--- config.mk ---
export PLATFORM = sky130hd
export DESIGN_NAME = tcw_ctrl
export DESIGN_NICKNAME = d
export VERILOG_FILES = /design/src/hw/rtl/tcw_pkg.sv /design/src/hw/rtl/tcw_ctrl.sv
export SDC_FILE = /design/constraint.sdc
export NUM_CORES = 1
export LEC_CHECK = 0
export BUFFER_PORTS_ARGS = -buffer_cell sky130_fd_sc_hd__buf_2
export CORE_MARGIN = 1.5
export CORE_UTILIZATION = 40
export DETAILED_ROUTE_END_ITERATION = 10
export PLACE_DENSITY = 0.69
export SLEW_MARGIN = 20
export SYNTH_ARGS = -nofsm -noshare
export SYNTH_HDL_FRONTEND = slang
export SYNTH_SLANG_ARGS = --single-unit
export TNS_END_PERCENT = 10
--- constraint.sdc ---
create_clock -name clk_i -period 7.35 [get_ports clk_i]
set_input_delay 0.3675 -clock clk_i [delete_from_list [all_inputs] [get_ports clk_i]]
set_output_delay 0.3675 -clock clk_i [all_outputs]
set_load 0.03 [all_outputs]
--- src/hw/rtl/tcw_pkg.sv ---
// ----------------------------------------------------------------------------
// tcw_pkg: text console character writer, shared definitions
// Screen geometry, request/result payloads, memory request and the
// address helpers used by the controller and the checker.
// ----------------------------------------------------------------------------
`default_nettype none

package tcw_pkg;

  // Screen geometry
  localparam int COLUMNS  = 80;
  localparam int ROWS     = 25;
  localparam int TAB_STOP = 8;
  localparam int CELLS    = ROWS * COLUMNS;

  localparam int ROW_W  = 5;
  localparam int COL_W  = 7;
  localparam int LIN_W  = 11;
  localparam int ADDR_W = $clog2(CELLS);

  localparam logic [ROW_W-1:0]  LAST_ROW  = ROW_W'(ROWS - 1);
  localparam logic [COL_W-1:0]  LAST_COL  = COL_W'(COLUMNS - 1);
  localparam logic [ADDR_W-1:0] LAST_CELL = ADDR_W'(CELLS - 1);

  // Character codes
  localparam logic [7:0] CH_BS    = 8'd8;
  localparam logic [7:0] CH_TAB   = 8'd9;
  localparam logic [7:0] CH_LF    = 8'd10;
  localparam logic [7:0] CH_CR    = 8'd13;
  localparam logic [7:0] CH_SPACE = 8'h20;

  localparam logic [7:0]  RESET_COLOR = 8'h07;
  localparam logic [15:0] BLANK_RESET = {RESET_COLOR, CH_SPACE};

  typedef enum logic [1:0] {
    FUNC_PUT   = 2'd0,
    FUNC_SET   = 2'd1,
    FUNC_CLEAR = 2'd2,
    FUNC_READ  = 2'd3
  } func_e;

  typedef enum logic [2:0] {
    S_INIT,
    S_IDLE,
    S_EXEC,
    S_READ,
    S_FILL,
    S_RESP
  } state_e;

  typedef struct packed {
    logic [1:0]       func;
    logic [7:0]       char_code;
    logic [ROW_W-1:0] target_row;
    logic [COL_W-1:0] target_col;
  } tcw_in_t;

  typedef struct packed {
    logic [ROW_W-1:0] cursor_row;
    logic [COL_W-1:0] cursor_col;
    logic [LIN_W-1:0] cursor_linear;
    logic [15:0]      cell_data;
  } tcw_out_t;

  typedef struct packed {
    logic              we;
    logic              re;
    logic [ADDR_W-1:0] addr;
    logic [15:0]       wdata;
  } tcw_mem_req_t;

  // Screen row/col to linear cursor position
  function automatic logic [LIN_W-1:0] lin_pos(input logic [ROW_W-1:0] row,
                                                input logic [COL_W-1:0] col);
    return LIN_W'(int'(row) * COLUMNS + int'(col));
  endfunction

  // Base address of a physical row
  function automatic logic [ADDR_W-1:0] row_base(input logic [ROW_W-1:0] phys);
    return ADDR_W'(int'(phys) * COLUMNS);
  endfunction

  // Logical row/col to store address, rows rotated by the top line
  function automatic logic [ADDR_W-1:0] cell_addr(input logic [ROW_W-1:0] top,
                                                   input logic [ROW_W-1:0] row,
                                                   input logic [COL_W-1:0] col);
    logic [ROW_W:0] sum;
    logic [ROW_W:0] phys;
    sum  = {1'b0, top} + {1'b0, row};
    phys = (sum >= (ROW_W+1)'(ROWS)) ? sum - (ROW_W+1)'(ROWS) : sum;
    return ADDR_W'(int'(phys) * COLUMNS + int'(col));
  endfunction

endpackage

`default_nettype wire

--- src/hw/rtl/tcw_ctrl.sv ---
// ----------------------------------------------------------------------------
// tcw_ctrl: console sequencer
// Holds cursor and top line, decodes requests, drives the cell store and
// walks rows for scroll, clear and the post-reset clearing pass.
// ----------------------------------------------------------------------------
`default_nettype none

module tcw_ctrl (
  input  wire logic                   clk_i,
  input  wire logic                   rst_ni,
  input  wire logic                   item_valid_i,
  output logic                        item_stall_o,
  input  wire tcw_pkg::tcw_in_t       item_i,
  input  wire logic [7:0]             text_color_i,
  input  wire logic                   slot_free_i,
  output logic                        resp_valid_o,
  output tcw_pkg::tcw_out_t           resp_o,
  output tcw_pkg::tcw_mem_req_t       mem_req_o,
  input  wire logic [15:0]            mem_rdata_i
);

  localparam int RW = tcw_pkg::ROW_W;
  localparam int CW = tcw_pkg::COL_W;
  localparam int AW = tcw_pkg::ADDR_W;

  tcw_pkg::state_e  state_q, state_d;
  tcw_pkg::tcw_in_t item_q, item_d;
  logic [RW-1:0]    row_q, row_d;
  logic [CW-1:0]    col_q, col_d;
  logic [RW-1:0]    top_q, top_d;
  logic [AW-1:0]    fill_addr_q, fill_addr_d;
  logic [AW-1:0]    fill_end_q, fill_end_d;
  logic [15:0]      fill_data_q, fill_data_d;

  logic [15:0]   blank;
  logic [RW-1:0] tgt_row;
  logic [CW-1:0] tgt_col;
  logic [RW-1:0] top_inc;

  // Put char decode
  logic          put_we;
  logic [15:0]   put_wdata;
  logic [CW-1:0] put_wcol;
  logic [CW:0]   put_col;
  logic [RW:0]   put_row;
  logic          put_scroll;

  assign blank   = {text_color_i, tcw_pkg::CH_SPACE};
  assign tgt_row = (item_q.target_row > tcw_pkg::LAST_ROW) ? tcw_pkg::LAST_ROW
                                                           : item_q.target_row;
  assign tgt_col = (item_q.target_col > tcw_pkg::LAST_COL) ? tcw_pkg::LAST_COL
                                                           : item_q.target_col;
  assign top_inc = (top_q == tcw_pkg::LAST_ROW) ? '0 : top_q + 1'b1;

  // Cursor movement and cell write for put char
  always_comb begin
    put_we     = 1'b0;
    put_wdata  = blank;
    put_wcol   = col_q;
    put_col    = {1'b0, col_q};
    put_row    = {1'b0, row_q};
    put_scroll = 1'b0;
    case (item_q.char_code)
      tcw_pkg::CH_LF: begin
        put_col = '0;
        put_row = {1'b0, row_q} + 1'b1;
      end
      tcw_pkg::CH_CR: begin
        put_col = '0;
      end
      tcw_pkg::CH_BS: begin
        if (col_q != '0) begin
          put_we   = 1'b1;
          put_wcol = col_q - 1'b1;
          put_col  = {1'b0, col_q} - 1'b1;
        end
      end
      tcw_pkg::CH_TAB: begin
        put_col = (CW+1)'((int'(col_q) / tcw_pkg::TAB_STOP + 1) * tcw_pkg::TAB_STOP);
      end
      default: begin
        put_we    = 1'b1;
        put_wdata = {text_color_i, item_q.char_code};
        put_col   = {1'b0, col_q} + 1'b1;
      end
    endcase
    // Right edge wraps to the next row
    if (put_col >= (CW+1)'(tcw_pkg::COLUMNS)) begin
      put_col = '0;
      put_row = put_row + 1'b1;
    end
    // Past the bottom: scroll
    if (put_row >= (RW+1)'(tcw_pkg::ROWS)) begin
      put_scroll = 1'b1;
      put_row    = {1'b0, tcw_pkg::LAST_ROW};
    end
  end

  // Sequencer: next state, memory request, result
  always_comb begin
    state_d      = state_q;
    item_d       = item_q;
    row_d        = row_q;
    col_d        = col_q;
    top_d        = top_q;
    fill_addr_d  = fill_addr_q;
    fill_end_d   = fill_end_q;
    fill_data_d  = fill_data_q;
    item_stall_o = 1'b1;
    resp_valid_o = 1'b0;
    mem_req_o    = '0;

    case (state_q)
      tcw_pkg::S_INIT: begin
        mem_req_o.we    = 1'b1;
        mem_req_o.addr  = fill_addr_q;
        mem_req_o.wdata = tcw_pkg::BLANK_RESET;
        if (fill_addr_q == tcw_pkg::LAST_CELL) begin
          fill_addr_d = '0;
          state_d     = tcw_pkg::S_IDLE;
        end else begin
          fill_addr_d = fill_addr_q + 1'b1;
        end
      end

      tcw_pkg::S_IDLE: begin
        item_stall_o = 1'b0;
        if (item_valid_i) begin
          item_d  = item_i;
          state_d = tcw_pkg::S_EXEC;
        end
      end

      // Nothing is applied until the output register can take the result
      tcw_pkg::S_EXEC: begin
        if (slot_free_i) begin
          case (item_q.func)
            tcw_pkg::FUNC_PUT: begin
              mem_req_o.we    = put_we;
              mem_req_o.addr  = tcw_pkg::cell_addr(top_q, row_q, put_wcol);
              mem_req_o.wdata = put_wdata;
              row_d = RW'(put_row);
              col_d = CW'(put_col);
              if (put_scroll) begin
                // new bottom row is the old top physical row
                top_d       = top_inc;
                fill_addr_d = tcw_pkg::row_base(top_q);
                fill_end_d  = tcw_pkg::row_base(top_q) + AW'(tcw_pkg::COLUMNS - 1);
                fill_data_d = blank;
                state_d     = tcw_pkg::S_FILL;
              end else begin
                resp_valid_o = 1'b1;
                state_d      = tcw_pkg::S_IDLE;
              end
            end
            tcw_pkg::FUNC_SET: begin
              row_d        = tgt_row;
              col_d        = tgt_col;
              resp_valid_o = 1'b1;
              state_d      = tcw_pkg::S_IDLE;
            end
            tcw_pkg::FUNC_CLEAR: begin
              row_d       = '0;
              col_d       = '0;
              top_d       = '0;
              fill_addr_d = '0;
              fill_end_d  = tcw_pkg::LAST_CELL;
              fill_data_d = blank;
              state_d     = tcw_pkg::S_FILL;
            end
            default: begin
              mem_req_o.re   = 1'b1;
              mem_req_o.addr = tcw_pkg::cell_addr(top_q, tgt_row, tgt_col);
              state_d        = tcw_pkg::S_READ;
            end
          endcase
        end
      end

      // Read data held in the RAM register until taken
      tcw_pkg::S_READ: begin
        if (slot_free_i) begin
          resp_valid_o = 1'b1;
          state_d      = tcw_pkg::S_IDLE;
        end
      end

      tcw_pkg::S_FILL: begin
        mem_req_o.we    = 1'b1;
        mem_req_o.addr  = fill_addr_q;
        mem_req_o.wdata = fill_data_q;
        if (fill_addr_q == fill_end_q) begin
          state_d = tcw_pkg::S_RESP;
        end else begin
          fill_addr_d = fill_addr_q + 1'b1;
        end
      end

      tcw_pkg::S_RESP: begin
        if (slot_free_i) begin
          resp_valid_o = 1'b1;
          state_d      = tcw_pkg::S_IDLE;
        end
      end

      default: begin
        state_d = tcw_pkg::S_IDLE;
      end
    endcase
  end

  // Result payload from the updated cursor
  always_comb begin
    resp_o.cursor_row    = row_d;
    resp_o.cursor_col    = col_d;
    resp_o.cursor_linear = tcw_pkg::lin_pos(row_d, col_d);
    resp_o.cell_data     = (state_q == tcw_pkg::S_READ) ? mem_rdata_i : 16'h0000;
  end

  // Control state
  always_ff @(posedge clk_i or negedge rst_ni) begin
    if (!rst_ni) begin
      state_q     <= tcw_pkg::S_INIT;
      row_q       <= '0;
      col_q       <= '0;
      top_q       <= '0;
      fill_addr_q <= '0;
      fill_end_q  <= '0;
    end else begin
      state_q     <= state_d;
      row_q       <= row_d;
      col_q       <= col_d;
      top_q       <= top_d;
      fill_addr_q <= fill_addr_d;
      fill_end_q  <= fill_end_d;
    end
  end

  // Payload registers
  always_ff @(posedge clk_i) begin
    item_q      <= item_d;
    fill_data_q <= fill_data_d;
  end

endmodule

`default_nettype wire

After elaboration in Yosys (flattened, before gate mapping)
Cells that the tools add are included.

Register bits: 80. Output and inout port bits: 70. Logic and storage cells: 134.

Add/sub/neg operators: 16. Multiply operators: 4. Order comparisons: 6. Equal/unequal tests: 23. Multiplexer cells: 58. Reductions and logical operators: 16.

Operators by type and width (count): $pmux 27 s3 (1); $pmux 11 s2 (3); $mux 11 (5); $mux 16 (3); $mux 7 (6); $add 11x7->11 (3); $pmux 11 s3 (1); $eq 8x4->1 const B (4); $pmux 16 s2 (1); $mux 5 (6); $mux 29 (1); $mux 6 (4); $pmux 8 s3 (1); $pmux 7 s3 (1); $ge 6x5->1 const B (3); $mux 3 (6); $mux 8 (2); $pmux 3 s5 (1); $pmux 5 s3 (1); $mul 5x3->7 const B (2); $mul 6x3->7 const B (2); $add 5x5->6 (2); $ne 2x2->1 const B (6); $sub 6x5->6 const B (2); 38 further kinds (56).

Logic depth before layout (Yosys ltp)
Depth in word-level cells: 12. Mapped depth: 24. Gate-level depth less buffers: 23.

Least setup slack after synthesis
No wires, ideal clock.

Path kind: flip-flop to output port. From: reg item_q[12] (netlist bit). To: out resp_o[26] (netlist bit). Arrival time: 5.990 ns. Data required time: 6.983 ns. Setup slack: 0.992 ns. Stages on the path, launching flop included: 23. Buffers on the path: 1. Cell sequence: edfxtp_1 > clkbuf_1 > nor4_1 > nand2_1 > nand2_1 > nand2_1 > ha_1 > xnor3_1 > o21ai_0 > a32oi_1 > o32ai_4 > or2_1 > o31ai_1 > ha_1 > ha_1 > inv_1 > fa_1 > or2_2 > nor3_1 > a21oi_1 > nor2_1 > a221oi_1 > xnor2_1.

RTL lines: start: declaration (line tcw_ctrl.sv:27) `tcw_pkg::tcw_in_t item_q, item_d;`; start signal: assignment (line tcw_ctrl.sv:241) `item_q <= item_d;`; end: declaration (line tcw_ctrl.sv:17) `output tcw_pkg::tcw_out_t resp_o,`.

==> metrics <==
status complete, no violations; share of synthesized area occupied by flip-flops and latches 27.76%; cell type contributing the most total cell area after synthesis sky130_fd_sc_hd__dfrtp_1; diodes inserted 0; main flop type after synthesis sky130_fd_sc_hd__dfrtp_1; final weighted congestion of routability-driven global placement 0.9465; Slowest Stage Delay on Critical Path 640 ps; DP HPWL 14,770 um; crit path time final 6495 ps; kind of start point of the critical path flop; synthesized instance count 772; grt ovf 0; ratio of final minimum period to clock period 88.36%; FFs w/ async S/R, synth 56.52%; area growth from synthesis to final layout 15.90%; number of buffers added on ports 119; Die W 133 um; number of slew-limit violations in the final report 0; global routing usage summed across all routing layers 22.46%; worst hold path type in2reg; clock transition time at the flip-flop clock pins of the worst setup and hold paths 60 ps; wire length of the first global-routing pass 31,130 um; Floorplan Core Area 0.01652 mm2; leak pwr 0.003551 uW; Max Cap Violations 0; hold violation count in the final report 0; reported net switching power 1641 uW; worst reg2reg path depth 13; share of final-layout standard cells stronger than drive strength 1 19.43%; drt via density 5.752; pin count of the biggest net entering global routing 40; TritonCTS clock tree built; height of the chip 133 um; library cells used by synthesis 82; total length of routed wires 19,630 um; Synth Register Bits 69; post-synth design cell area 0.006760 mm2; Clk network pwr share 13.3%; post-layout net count 989; Hold Crit Endpoint item_q[14]$_DFFE_PP_; most prevalent standard cell on the critical path sky130_fd_sc_hd__ha_1; worst reg2reg endpoint fill_data_q[15]$_DFFE_PP_; fill cell instance count of the final layout 1,565; setup repair after global routing missed its margin false; effective utilization at floorplan 40.91%; cell row count 47; number of vias in the routed layout 6,298; io pins 120; CP Max Fanout 14; most common cell in the synthesized netlist sky130_fd_sc_hd__nand2_1; number of clock buffers inserted by TritonCTS 9; WHS Path Cells 1; peak ir drop on the vdd network 0.2763 mV; Skew-Pair Late Insertion Delay 350 ps; Total Die Area 0.01769 mm2; largest cells by area after synthesis sky130_fd_sc_hd__dfrtp_1 (14%), sky130_fd_sc_hd__edfxtp_1 (13%), sky130_fd_sc_hd__ha_1 (11%), sky130_fd_sc_hd__xnor2_1 (4.8%), sky130_fd_sc_hd__nand2_1 (3.6%); accumulated negative setup slack 0 ps; total setup violations reported at the end of the flow 0; Root Buffer sky130_fd_sc_hd__clkbuf_16; vias in the first global route 5,936; power per unit of standard cell area 404.1 mW/mm2; post-layout utilization of the core 47.41%; Syn. warnings 0; type of destination of the critical path output port; area share of the largest cell type after synthesis 14.44%; number of nets in the synthesized netlist 891; antenna violations before repair 0; Initial DRC Count 635; startpoint of the lowest-slack register-to-register path item_q[12]$_DFFE_PP_; number of synthesized flops with an enable pin 30; first-pass detailed-route iteration total 6; worst max-slew margin expressed relative to the limit 35.38%; remaining number of nets flagged by the antenna check after routing 0; average cell area after synthesis 8.757 um2; FF-to-FF setup slack 2930 ps; post-detailed-route wirelength per cell 17.93 um; Seq pwr share 22.4%; transition time of the tightest slew-check pin 963.5 ps; arrival time of the worst setup path 6130 ps; crit path max-delay cell type sky130_fd_sc_hd__or4_4; required time of the worst setup path 6980 ps; Resized cells post-CTS 0; worst-case clock skew 8.487 ps; most frequent cells after synthesis sky130_fd_sc_hd__nand2_1 (65), sky130_fd_sc_hd__ha_1 (60), sky130_fd_sc_hd__nor2_1 (49); cells along the critical path or4_4, nor2_1, nand2_1, nand2_1, ha_1, inv_1, a31oi_4, xor2_1, a32oi_1, o32ai_4, or2_1, o31ai_1, ha_1, ha_1, nor2b_1, o21ai_0, or2_2, nor3_1, a21oi_1, nor2_1, a221oi_1, xnor2_1, buf_2; critical path start-end classification reg2out; relative contribution of combinational cells to total power 64.2%; hold path startpoint item_i[14]; Highest Clock Rate 154.0 MHz; maximum level of the CTS H-tree 3; maximum root-to-sink buffer count 2; TritonCTS Sinks 69; count of unresolved DRC violations after routing 0; switching part of the total power 51.85%; Pint 1525 uW
-- final cells by class --
type	instances	area [um2]	area share, %
clock buffers	10	239.0	3.050
clock inverters	6	46.29	0.5909
inverters	36	135.1	1.725
multi-input cells	625	4577	58.42
flip-flops and latches	69	1877	23.95
well taps	220	275.3	3.513
repair buffers	129	685.7	8.751
-- metrics by stage --
stage | hold WS (ps) | std cells | cell area, um2 | setup slack, ps | power, uW
finish | 188.0 | 1095 | 7835 | 855.5 | 3166
detailed placement | 474.7 | 1077 | 7515 | 1278 | 2719
floorplan | 71.91 | 772 | 6760 | 992.3 | 2220
global route | 172.3 | 1095 | 7835 | 273.1 | 3426
CTS | 172.4 | 1093 | 7800 | 892.6 | 3155
global placement | 468.7 | 1077 | 7515 | 1370 | 2696
-- cells by family (layout without fill, tap and decap cells) --
group	Yosys count	after routing	share of synthesized area (%)
AO/OA/AOI/OAI	219	219	23.12
XOR/XNOR	60	60	7.977
adder cells (fa/ha/maj)	69	69	13.77
buffers and inverters	78	181	4.831
flip-flops	69	69	27.76
multiplexers	7	7	1.129
AND/OR/NAND/NOR	270	270	21.41
-- critical path, delay by kind of cell, from the launching register on --
kind | cells | cell delay [ps]
AO/OA/AOI/OAI | 7 | 1840
flip-flops | 1 | 570
AND/OR/NAND/NOR | 9 | 1950
buffers and inverters | 2 | 300
adder cells (fa/ha/maj) | 3 | 870
XOR/XNOR | 2 | 240
-- state kept, by name, indices dropped and copies added, names as in the netlist --
signal / cells
col_q: 7
row_q: 5
fill_end_q: 8
fill_addr_q: 11
state_q: 3
item_q: 22
top_q: 5
fill_data_q: 8
-- per-layer routing --
layer | part of all wire [%] | up-vias | track usage, %
met5 | 0 | - | 0
met4 | 3.5 | 0 | 9.768
met3 | 7.6 | 47 | 4.789
met2 | 45 | 286 | 35.71
met1 | 44 | 2920 | 29.49
li1 | - | 3045 | -
-- power groups by stage --
stage / Clock (uW) / Combinational, uW / Sequential (uW)
after global placement: 0 / 1990 / 709
after floorplan: 0 / 1620 / 599
final: 422 / 2030 / 711
after global routing: 453 / 2240 / 729
after CTS: 433 / 2020 / 704
after detailed placement: 0 / 2010 / 709
-- worst max path at each step --
stage / startpoint / to / slack [ps] / cells past startpoint
after floorplan: item_q[12]$_DFFE_PP_ / resp_o[26] / 990 / 22
after global placement: item_q[12]$_DFFE_PP_ / resp_o[26] / 1370 / 23
after detailed placement: item_q[12]$_DFFE_PP_ / resp_o[26] / 1280 / 23
after CTS: item_q[12]$_DFFE_PP_ / resp_o[26] / 890 / 23
after global routing: item_q[12]$_DFFE_PP_ / resp_o[26] / 270 / 22
final: item_q[12]$_DFFE_PP_ / resp_o[26] / 860 / 23
-- timing repair --
| action | CTS | global route |
|---|---|---|
| endpoints found under the setup margin | 0 | 0 |
| hold buffers | 0 | 1 |
| setup buffers | 0 | 0 |
| endpoints found under the hold margin | 0 | 8 |
-- cell usage in the layout (no fill, tap or decap), types with 9 or more instances in the layout --
cell	synthesis	final
sky130_fd_sc_hd__o21ai_0	36	36
sky130_fd_sc_hd__o22ai_1	10	10
sky130_fd_sc_hd__dfrtp_1	39	39
sky130_fd_sc_hd__o31ai_1	23	23
sky130_fd_sc_hd__ha_1	60	60
sky130_fd_sc_hd__buf_2	3	119
sky130_fd_sc_hd__a21boi_0	9	9
sky130_fd_sc_hd__or2_2	10	10
sky130_fd_sc_hd__a21o_1	14	14
sky130_fd_sc_hd__nor3b_1	11	10
sky130_fd_sc_hd__nor2_1	49	49
sky130_fd_sc_hd__edfxtp_1	30	30
sky130_fd_sc_hd__clkbuf_16	0	9
sky130_fd_sc_hd__nand2b_1	12	12
sky130_fd_sc_hd__and3_1	13	13
sky130_fd_sc_hd__nor3_1	14	14
sky130_fd_sc_hd__nand2_1	65	65
sky130_fd_sc_hd__inv_1	36	36
sky130_fd_sc_hd__nand3_1	25	25
sky130_fd_sc_hd__fa_1	9	9
sky130_fd_sc_hd__xor2_1	22	22
sky130_fd_sc_hd__and2_1	22	22
sky130_fd_sc_hd__xnor2_1	37	37
sky130_fd_sc_hd__a22o_1	15	15
sky130_fd_sc_hd__a21oi_1	39	39
Power figures use the tool's default switching activity.
